**src/sv/usdd_pkg.sv**
```systemverilog
package usdd_pkg;

    localparam int unsigned UPC_W = 4;

    typedef logic [UPC_W-1:0] t_upc;

    typedef enum logic [2:0] {
        UOP_WAIT  = 3'd0,
        UOP_QUO   = 3'd1,
        UOP_REM   = 3'd2,
        UOP_LDW   = 3'd3,
        UOP_LDD   = 3'd4,
        UOP_YEAR  = 3'd5,
        UOP_MONTH = 3'd6,
        UOP_PACK  = 3'd7
    } t_op;

    typedef enum logic [1:0] {
        DSEL_DAY  = 2'd0,
        DSEL_HOUR = 2'd1,
        DSEL_MIN  = 2'd2,
        DSEL_WEEK = 2'd3
    } t_dsel;

    typedef enum logic [1:0] {
        DST_DAYS   = 2'd0,
        DST_HOUR   = 2'd1,
        DST_MINSEC = 2'd2,
        DST_WDAY   = 2'd3
    } t_dst;

    typedef struct packed {
        t_op        op;
        t_dsel      dsel;
        t_dst       dst;
        t_upc       target;
    } t_uword;

    // program addresses
    localparam t_upc UA_WAIT   = 4'd0;
    localparam t_upc UA_DAY_Q  = 4'd1;
    localparam t_upc UA_DAY_R  = 4'd2;
    localparam t_upc UA_HOUR_Q = 4'd3;
    localparam t_upc UA_HOUR_R = 4'd4;
    localparam t_upc UA_MIN_Q  = 4'd5;
    localparam t_upc UA_MIN_R  = 4'd6;
    localparam t_upc UA_LDW    = 4'd7;
    localparam t_upc UA_WEEK_Q = 4'd8;
    localparam t_upc UA_WEEK_R = 4'd9;
    localparam t_upc UA_LDD    = 4'd10;
    localparam t_upc UA_YEAR   = 4'd11;
    localparam t_upc UA_MONTH  = 4'd12;
    localparam t_upc UA_PACK   = 4'd13;

    localparam logic [31:0] NO_TIME     = 32'hFFFF_FFFF;
    localparam logic [7:0]  BASE_YEAR   = 8'd70;
    localparam logic [7:0]  DOS_YEAR    = 8'd80;
    localparam logic [7:0]  YEAR_2000   = 8'd100;
    localparam logic [7:0]  YEAR_2100   = 8'd200;
    localparam logic [31:0] WDAY_OFFSET = 32'd4;
    localparam logic [3:0]  LAST_MONTH  = 4'd11;
    localparam logic [3:0]  FEBRUARY    = 4'd1;

    // year counted from 1900; within 1900..2155 only 2000 is a leap century
    function automatic logic is_leap(input logic [7:0] yr);
        return (yr[1:0] == 2'b00) && (yr != 8'd0) && (yr != YEAR_2100);
    endfunction

    function automatic logic [4:0] month_len(input logic [3:0] mon, input logic leap);
        logic [4:0] len;
        case (mon)
            4'd0:    len = 5'd31;
            4'd1:    len = leap ? 5'd29 : 5'd28;
            4'd2:    len = 5'd31;
            4'd3:    len = 5'd30;
            4'd4:    len = 5'd31;
            4'd5:    len = 5'd30;
            4'd6:    len = 5'd31;
            4'd7:    len = 5'd31;
            4'd8:    len = 5'd30;
            4'd9:    len = 5'd31;
            4'd10:   len = 5'd30;
            4'd11:   len = 5'd31;
            default: len = 5'd31;
        endcase
        return len;
    endfunction

    function automatic logic [16:0] divisor(input t_dsel sel);
        logic [16:0] d;
        case (sel)
            DSEL_DAY:  d = 17'd86400;
            DSEL_HOUR: d = 17'd3600;
            DSEL_MIN:  d = 17'd60;
            DSEL_WEEK: d = 17'd7;
            default:   d = 17'd7;
        endcase
        return d;
    endfunction

    // Quotient by reciprocal: floor((num >> p) * m / 2^s), exact over each
    // step's dividend range (86400 = 128*675, 3600 = 16*225, 60 = 4*15).
    function automatic logic [24:0] pre_scale(input t_dsel sel, input logic [31:0] num);
        logic [24:0] x;
        case (sel)
            DSEL_DAY:  x = num[31:7];
            DSEL_HOUR: x = num[28:4];
            DSEL_MIN:  x = num[26:2];
            DSEL_WEEK: x = num[24:0];
            default:   x = num[24:0];
        endcase
        return x;
    endfunction

    function automatic logic [25:0] recip(input t_dsel sel);
        logic [25:0] m;
        case (sel)
            DSEL_DAY:  m = 26'd50903317;   // ceil(2^35 / 675)
            DSEL_HOUR: m = 26'd9321;       // ceil(2^21 / 225)
            DSEL_MIN:  m = 26'd1093;       // ceil(2^14 / 15)
            DSEL_WEEK: m = 26'd74899;      // ceil(2^19 / 7)
            default:   m = 26'd74899;
        endcase
        return m;
    endfunction

    function automatic logic [15:0] quo_pick(input t_dsel sel, input logic [50:0] p);
        logic [15:0] q;
        case (sel)
            DSEL_DAY:  q = p[50:35];
            DSEL_HOUR: q = p[36:21];
            DSEL_MIN:  q = p[29:14];
            DSEL_WEEK: q = p[34:19];
            default:   q = p[34:19];
        endcase
        return q;
    endfunction

    // control store
    function automatic t_uword ucode(input t_upc a);
        t_uword w;
        case (a)
            UA_WAIT:   w = '{UOP_WAIT,  DSEL_DAY,  DST_DAYS,   UA_PACK};
            UA_DAY_Q:  w = '{UOP_QUO,   DSEL_DAY,  DST_DAYS,   UA_DAY_R};
            UA_DAY_R:  w = '{UOP_REM,   DSEL_DAY,  DST_DAYS,   UA_HOUR_Q};
            UA_HOUR_Q: w = '{UOP_QUO,   DSEL_HOUR, DST_HOUR,   UA_HOUR_R};
            UA_HOUR_R: w = '{UOP_REM,   DSEL_HOUR, DST_HOUR,   UA_MIN_Q};
            UA_MIN_Q:  w = '{UOP_QUO,   DSEL_MIN,  DST_MINSEC, UA_MIN_R};
            UA_MIN_R:  w = '{UOP_REM,   DSEL_MIN,  DST_MINSEC, UA_LDW};
            UA_LDW:    w = '{UOP_LDW,   DSEL_DAY,  DST_DAYS,   UA_WEEK_Q};
            UA_WEEK_Q: w = '{UOP_QUO,   DSEL_WEEK, DST_WDAY,   UA_WEEK_R};
            UA_WEEK_R: w = '{UOP_REM,   DSEL_WEEK, DST_WDAY,   UA_LDD};
            UA_LDD:    w = '{UOP_LDD,   DSEL_DAY,  DST_DAYS,   UA_YEAR};
            UA_YEAR:   w = '{UOP_YEAR,  DSEL_DAY,  DST_DAYS,   UA_MONTH};
            UA_MONTH:  w = '{UOP_MONTH, DSEL_DAY,  DST_DAYS,   UA_PACK};
            UA_PACK:   w = '{UOP_PACK,  DSEL_DAY,  DST_DAYS,   UA_WAIT};
            default:   w = '{UOP_PACK,  DSEL_DAY,  DST_DAYS,   UA_WAIT};
        endcase
        return w;
    endfunction

endpackage

```
**src/sv/unix_seconds_to_dos_datetime.sv**
```systemverilog
// Unix seconds to broken-down UTC date/time plus FAT/DOS date and time words.
//
// Input channel: i_valid / o_stall carry one 32-bit seconds count. A
// transaction completes when i_valid is high and o_stall is low. o_stall is
// low only while the sequencer sits in its wait step, so one item is in work
// at a time.
// Output channel: o_valid / i_stall carry one result per input. The result
// sits in an output register, so the next input is taken while it waits.
//
// Steps from accept to o_valid: the all-ones "no time" input goes straight
// to the pack step. Otherwise each division by 86400, 3600, 60 and 7 takes
// two steps (reciprocal multiply for the quotient, multiply-subtract for the
// remainder), with one load step before the division by 7 and one after it,
// then one year and one month per cycle, then the pack step.
// A new input is taken only once the pack step has returned to the wait step.
//
// Reset (synchronous, active low) returns the sequencer to its wait step and
// drops o_valid. While i_stall holds a result, the block finishes the next
// item and holds it in the final step until the output register frees up.
module unix_seconds_to_dos_datetime (
    input  logic        i_clk,
    input  logic        i_rst_n,
    input  logic        i_valid,
    output logic        o_stall,
    input  logic [31:0] i_unix_seconds,
    output logic        o_valid,
    input  logic        i_stall,
    output logic [5:0]  o_second,
    output logic [5:0]  o_minute,
    output logic [4:0]  o_hour,
    output logic [4:0]  o_day_of_month,
    output logic [3:0]  o_month_index,
    output logic [7:0]  o_years_since_1900,
    output logic [2:0]  o_weekday,
    output logic [8:0]  o_day_of_year,
    output logic [15:0] o_fat_date,
    output logic [15:0] o_fat_time,
    output logic        o_invalid,
    output logic        o_before_1980
);
    import usdd_pkg::*;

    // sequencer
    t_upc       r_upc, n_upc;
    t_uword     uw;

    // working datapath
    logic [31:0] r_num, n_num;
    logic [15:0] r_quo, n_quo;
    logic [15:0] r_days, n_days;
    logic [4:0]  r_hr, n_hr;
    logic [5:0]  r_mn, n_mn;
    logic [5:0]  r_sc, n_sc;
    logic [2:0]  r_wd, n_wd;
    logic [7:0]  r_yr, n_yr;
    logic [8:0]  r_yd, n_yd;
    logic [3:0]  r_mo, n_mo;
    logic        r_inv, n_inv;

    // output register
    logic        r_out_valid, n_out_valid;
    logic [5:0]  r_second, n_second;
    logic [5:0]  r_minute, n_minute;
    logic [4:0]  r_hour, n_hour;
    logic [4:0]  r_mday, n_mday;
    logic [3:0]  r_month, n_month;
    logic [7:0]  r_year, n_year;
    logic [2:0]  r_weekday, n_weekday;
    logic [8:0]  r_yday, n_yday;
    logic [15:0] r_fat_date, n_fat_date;
    logic [15:0] r_fat_time, n_fat_time;
    logic        r_invalid, n_invalid;
    logic        r_b1980, n_b1980;

    // reciprocal quotient and remainder, year/month lengths and packing helpers
    logic [24:0] mul_a;
    logic [25:0] mul_b;
    logic [50:0] prod;
    logic [15:0] quo;
    logic [31:0] qd;
    logic [31:0] rem;
    logic        leap;
    logic [8:0]  ylen;
    logic [4:0]  mlen;
    logic [4:0]  mday;
    logic [6:0]  dos_yr;

    assign uw     = ucode(r_upc);
    assign mul_a  = pre_scale(uw.dsel, r_num);
    assign mul_b  = recip(uw.dsel);
    assign prod   = {26'd0, mul_a} * {25'd0, mul_b};
    assign quo    = quo_pick(uw.dsel, prod);
    assign qd     = {16'd0, r_quo} * {15'd0, divisor(uw.dsel)};
    assign rem    = r_num - qd;
    assign leap   = is_leap(r_yr);
    assign ylen   = leap ? 9'd366 : 9'd365;
    assign mlen   = month_len(r_mo, leap);
    assign mday   = r_num[4:0] + 5'd1;
    assign dos_yr = 7'(r_yr - DOS_YEAR);

    always_comb begin
        n_upc       = r_upc;
        n_num       = r_num;
        n_quo       = r_quo;
        n_days      = r_days;
        n_hr        = r_hr;
        n_mn        = r_mn;
        n_sc        = r_sc;
        n_wd        = r_wd;
        n_yr        = r_yr;
        n_yd        = r_yd;
        n_mo        = r_mo;
        n_inv       = r_inv;
        n_out_valid = r_out_valid && i_stall;
        n_second    = r_second;
        n_minute    = r_minute;
        n_hour      = r_hour;
        n_mday      = r_mday;
        n_month     = r_month;
        n_year      = r_year;
        n_weekday   = r_weekday;
        n_yday      = r_yday;
        n_fat_date  = r_fat_date;
        n_fat_time  = r_fat_time;
        n_invalid   = r_invalid;
        n_b1980     = r_b1980;

        case (uw.op)
            UOP_WAIT: begin
                if (i_valid) begin
                    n_num = i_unix_seconds;
                    n_inv = (i_unix_seconds == NO_TIME);
                    n_upc = (i_unix_seconds == NO_TIME) ? uw.target : r_upc + 4'd1;
                end
            end
            UOP_QUO: begin
                n_quo = quo;
                n_upc = r_upc + 4'd1;
            end
            UOP_REM: begin
                n_num = rem;
                n_upc = r_upc + 4'd1;
                case (uw.dst)
                    DST_DAYS: n_days = r_quo;
                    DST_HOUR: n_hr   = r_quo[4:0];
                    DST_MINSEC: begin
                        n_mn = r_quo[5:0];
                        n_sc = rem[5:0];
                    end
                    DST_WDAY: n_wd = rem[2:0];
                    default:  n_days = r_quo;
                endcase
            end
            UOP_LDW: begin
                n_num = {16'd0, r_days} + WDAY_OFFSET;
                n_upc = r_upc + 4'd1;
            end
            UOP_LDD: begin
                n_num = {16'd0, r_days};
                n_yr  = BASE_YEAR;
                n_mo  = '0;
                n_upc = r_upc + 4'd1;
            end
            UOP_YEAR: begin
                // one calendar year per cycle
                if ({23'd0, ylen} > r_num) begin
                    n_yd  = r_num[8:0];
                    n_upc = r_upc + 4'd1;
                end else begin
                    n_num = r_num - {23'd0, ylen};
                    n_yr  = r_yr + 8'd1;
                end
            end
            UOP_MONTH: begin
                if (({27'd0, mlen} > r_num) || (r_mo >= LAST_MONTH)) begin
                    n_upc = r_upc + 4'd1;
                end else begin
                    n_num = r_num - {27'd0, mlen};
                    n_mo  = r_mo + 4'd1;
                end
            end
            UOP_PACK: begin
                if (!r_out_valid || !i_stall) begin
                    n_out_valid = 1'b1;
                    n_invalid   = r_inv;
                    n_second    = r_inv ? '0 : r_sc;
                    n_minute    = r_inv ? '0 : r_mn;
                    n_hour      = r_inv ? '0 : r_hr;
                    n_mday      = r_inv ? '0 : mday;
                    n_month     = r_inv ? '0 : r_mo;
                    n_year      = r_inv ? '0 : r_yr;
                    n_weekday   = r_inv ? '0 : r_wd;
                    n_yday      = r_inv ? '0 : r_yd;
                    n_fat_date  = r_inv ? '0 : {dos_yr, r_mo + 4'd1, mday};
                    n_fat_time  = r_inv ? '0 : {r_hr, r_mn, r_sc[5:1]};
                    n_b1980     = !r_inv && (r_yr < DOS_YEAR);
                    n_upc       = uw.target;
                end
            end
            default: n_upc = UA_WAIT;
        endcase
    end

    always_ff @(posedge i_clk) begin
        if (!i_rst_n) begin
            r_upc       <= UA_WAIT;
            r_out_valid <= 1'b0;
        end else begin
            r_upc       <= n_upc;
            r_out_valid <= n_out_valid;
        end
    end

    always_ff @(posedge i_clk) begin
        r_num      <= n_num;
        r_quo      <= n_quo;
        r_days     <= n_days;
        r_hr       <= n_hr;
        r_mn       <= n_mn;
        r_sc       <= n_sc;
        r_wd       <= n_wd;
        r_yr       <= n_yr;
        r_yd       <= n_yd;
        r_mo       <= n_mo;
        r_inv      <= n_inv;
        r_second   <= n_second;
        r_minute   <= n_minute;
        r_hour     <= n_hour;
        r_mday     <= n_mday;
        r_month    <= n_month;
        r_year     <= n_year;
        r_weekday  <= n_weekday;
        r_yday     <= n_yday;
        r_fat_date <= n_fat_date;
        r_fat_time <= n_fat_time;
        r_invalid  <= n_invalid;
        r_b1980    <= n_b1980;
    end

    assign o_stall            = (uw.op != UOP_WAIT);
    assign o_valid            = r_out_valid;
    assign o_second           = r_second;
    assign o_minute           = r_minute;
    assign o_hour             = r_hour;
    assign o_day_of_month     = r_mday;
    assign o_month_index      = r_month;
    assign o_years_since_1900 = r_year;
    assign o_weekday          = r_weekday;
    assign o_day_of_year      = r_yday;
    assign o_fat_date         = r_fat_date;
    assign o_fat_time         = r_fat_time;
    assign o_invalid          = r_invalid;
    assign o_before_1980      = r_b1980;

endmodule

```
**config.mk**
```make
export PLATFORM = sky130hd
export DESIGN_NAME = unix_seconds_to_dos_datetime
export DESIGN_NICKNAME = d
export VERILOG_FILES = /design/src/sv/usdd_pkg.sv /design/src/sv/unix_seconds_to_dos_datetime.sv
export SDC_FILE = /design/constraint.sdc
export NUM_CORES = 2
export LEC_CHECK = 0
export BUFFER_PORTS_ARGS = -buffer_cell sky130_fd_sc_hd__clkbuf_2
export CORE_MARGIN = 5
export CORE_UTILIZATION = 60
export DETAILED_ROUTE_END_ITERATION = 8
export PLACE_DENSITY = 0.81
export SYNTH_ARGS = -nofsm -noshare
export SYNTH_HDL_FRONTEND = slang
export SYNTH_SLANG_ARGS = --single-unit
```
**constraint.sdc**
```tcl
create_clock -name i_clk -period 15 [get_ports i_clk]
set_clock_uncertainty 0.15 [all_clocks]
set_input_delay 1.5 -clock i_clk [delete_from_list [all_inputs] [get_ports i_clk]]
set_output_delay 1.5 -clock i_clk [all_outputs]
set_load 0.05 [all_outputs]
```
==> results.ini <==
[run_status]
status=finished, final reports clean

[die]
die_area_um2=62600
start_util_pct=60.23
fp.dieH_um=250.2
io_pins=118
core_area_um2=57480
die_w_um=250.2
num_rows=88

[finish]
nNetsFinal=4747
drive_gt1_share_pct=6.398
final_common_cell=inv_1
final_cell_mix=884 x inv_1, 537 x fa_1, 431 x ha_1
area_delta_synth_final_pct=5.129
fillers=4811
utilization_pct=63.32
layoutNonFillerInstCount=4520

[critical_path]
path_depth=26
cp_slowest_cell=ha_2
cp.arrival_ps=10410
cp_common_cell=fa_1
cp.buffers_inverters=6
slowest_delay_ps=990
cp.required_ps=15060
path_max_fanout=45
reg2reg_depth=26
worstSetupPathType=reg -> reg
critPathLaunchType=flop
end_kind=flop
crit_family=adder cells

[routing]
wl_met1_mm=38.03
drt_iter0_markers=2608
drt_pre_antenna_iters=6
vias=26550
drcViolationCount=0
viasPerCell=5.874
wl_met3_mm=10.12
postRouteAntennaNets=0
met2_length_mm=45.79
highest_layer=met5
wire_per_inst_um=21.91
routed_wl_mm=99.04

[placed_design]
dp.final_hpwl_mm=82.21
place.gp.congestion=1.010
port-buffer-count=117
placed_cells=4484
dp_slack_ps=5013

[clock_network]
cts.sinks=175
cts-buffers-inserted=17
cts_setup_buffers=0
cts_root_buf=clkbuf_16
cts-htree-levels=4
cts_resized=0
cts_tree=built
insertion_delay_ps=490
cts_hold_buffers=0
clkTransAtPathRegs_ps=100
clk_path_buf_depth=2

[sta]
maxSlewHeadroom_pct=17.44
fin_crit_sh_pct=69.01
final_hold_viol_count=0
setup_viol=0
slew_viol_final=0
worstMarginPinSlew_ps=1234
fmax_mhz=96.60
fin_tns_setup_ps=0
rsz0062_at_grt=false
min_period_ps=10350
fin_ws_ps=4648

[synthesis]
ys_warn_count=0
synth.distinct_cells=96
ys_seq_area_share_pct=14.78
synthCells=3720
ys.flop_type=edfxtp_1
ys_async_sr_fraction_pct=0
avgSynthCellArea_um2=9.306
syn_area_um2=34620
synth_seq_cells=175
synth_enable_flop_cells=161

[worst_hold_path]
min_path_type=reg -> reg
min_path_cells=1

[global_route]
antenna_found_initial=3
grt.total_usage_pct=32.27
grt_pass1_vias=28090
grt_pass1_wl_mm=158.3
grt_max_degree=74
overflow=0

[run]
maxCapViolations=0

[layout make-up]
class	count	area, um^2	area share [%]
Multi-Input combinational cell	2511	25530	70.15
Clock inverter	15	217.7	0.5982
Timing Repair Buffer	147	810.8	2.228
Tap cell	765	957.2	2.630
Antenna cell	4	10.01	0.02750
Clock buffer	17	425.4	1.169
Inverter	886	3326	9.138
Sequential cell	175	5116	14.06
[routing by layer]
layer | up-vias | global-route usage (%)
met4 | 2 | 14.67
met2 | 1342 | 51.65
li1 | 12000 | -
met5 | - | 0
met3 | 271 | 6.583
met1 | 12930 | 42.72
[flip-flops by register name (all words and copies together) (netlist names), 6 cells and up]
signal,flops
o_fat_date,8
o_years_since_1900,8
r_mn,6
r_days,16
r_yr,8
r_sc,6
uw,9
r_yd,9
r_num,32
o_day_of_year,9
r_quo,16
[cell families after synthesis]
family | share of synthesized area (%)
compound gates | 11.38
other cells | 0.02169
xor+xnor | 2.606
fa+ha+maj | 46.81
mux | 0.6252
simple gates | 12.07
flops | 14.78
buf+inv | 11.71
[through the flow]
stage          instance area (um^2)  hold slack, ps
6_report                      36390           375.1
5_1_grt                       36380           401.1
4_1_cts                       36380           380.1
3_5_place_dp                  35740           368.1
3_3_place_gp                  35740           362.5
2_1_floorplan                 34660           274.4
[Yosys cell counts, drive strengths merged (29+ instances only)]
cell    number  area (um^2)
a21oi      134        678.2
buf         48        315.3
a222oi      35        350.3
nand2b      34        212.7
nor2       181        695.7
a21o        58        442.9
inv        884         3318
fa         537        10750
nand3       38        195.2
clkbuf     110        412.9
xor2        29        254.0
nor3        36        196.4
o21ai      104        520.5
nand2      257        967.2
xnor2       74        648.1
ha         436         5455
nor2b       62        387.9
and2       111        694.4
edfxtp     161         4835
nand4       32        206.5
[final timing paths]
| kind | slack, ps | to | startpoint |
|---|---|---|---|
| hold / removal | 380 | o_day_of_year[8]$_SDFFCE_PP0P_ | r_yd[8]$_DFFE_PP_ |
| hold reg to reg | 380 | o_day_of_year[8]$_SDFFCE_PP0P_ | r_yd[8]$_DFFE_PP_ |
| setup reg to reg | 4650 | r_quo[7]$_DFFE_PN_ | uw[7]$_DFF_P_ |
| setup / recovery | 4650 | r_quo[7]$_DFFE_PN_ | uw[7]$_DFF_P_ |
Power is left out: the tool's default activity adds up to more than one toggle a clock period on the data nets, which glitch-free logic cannot reach.
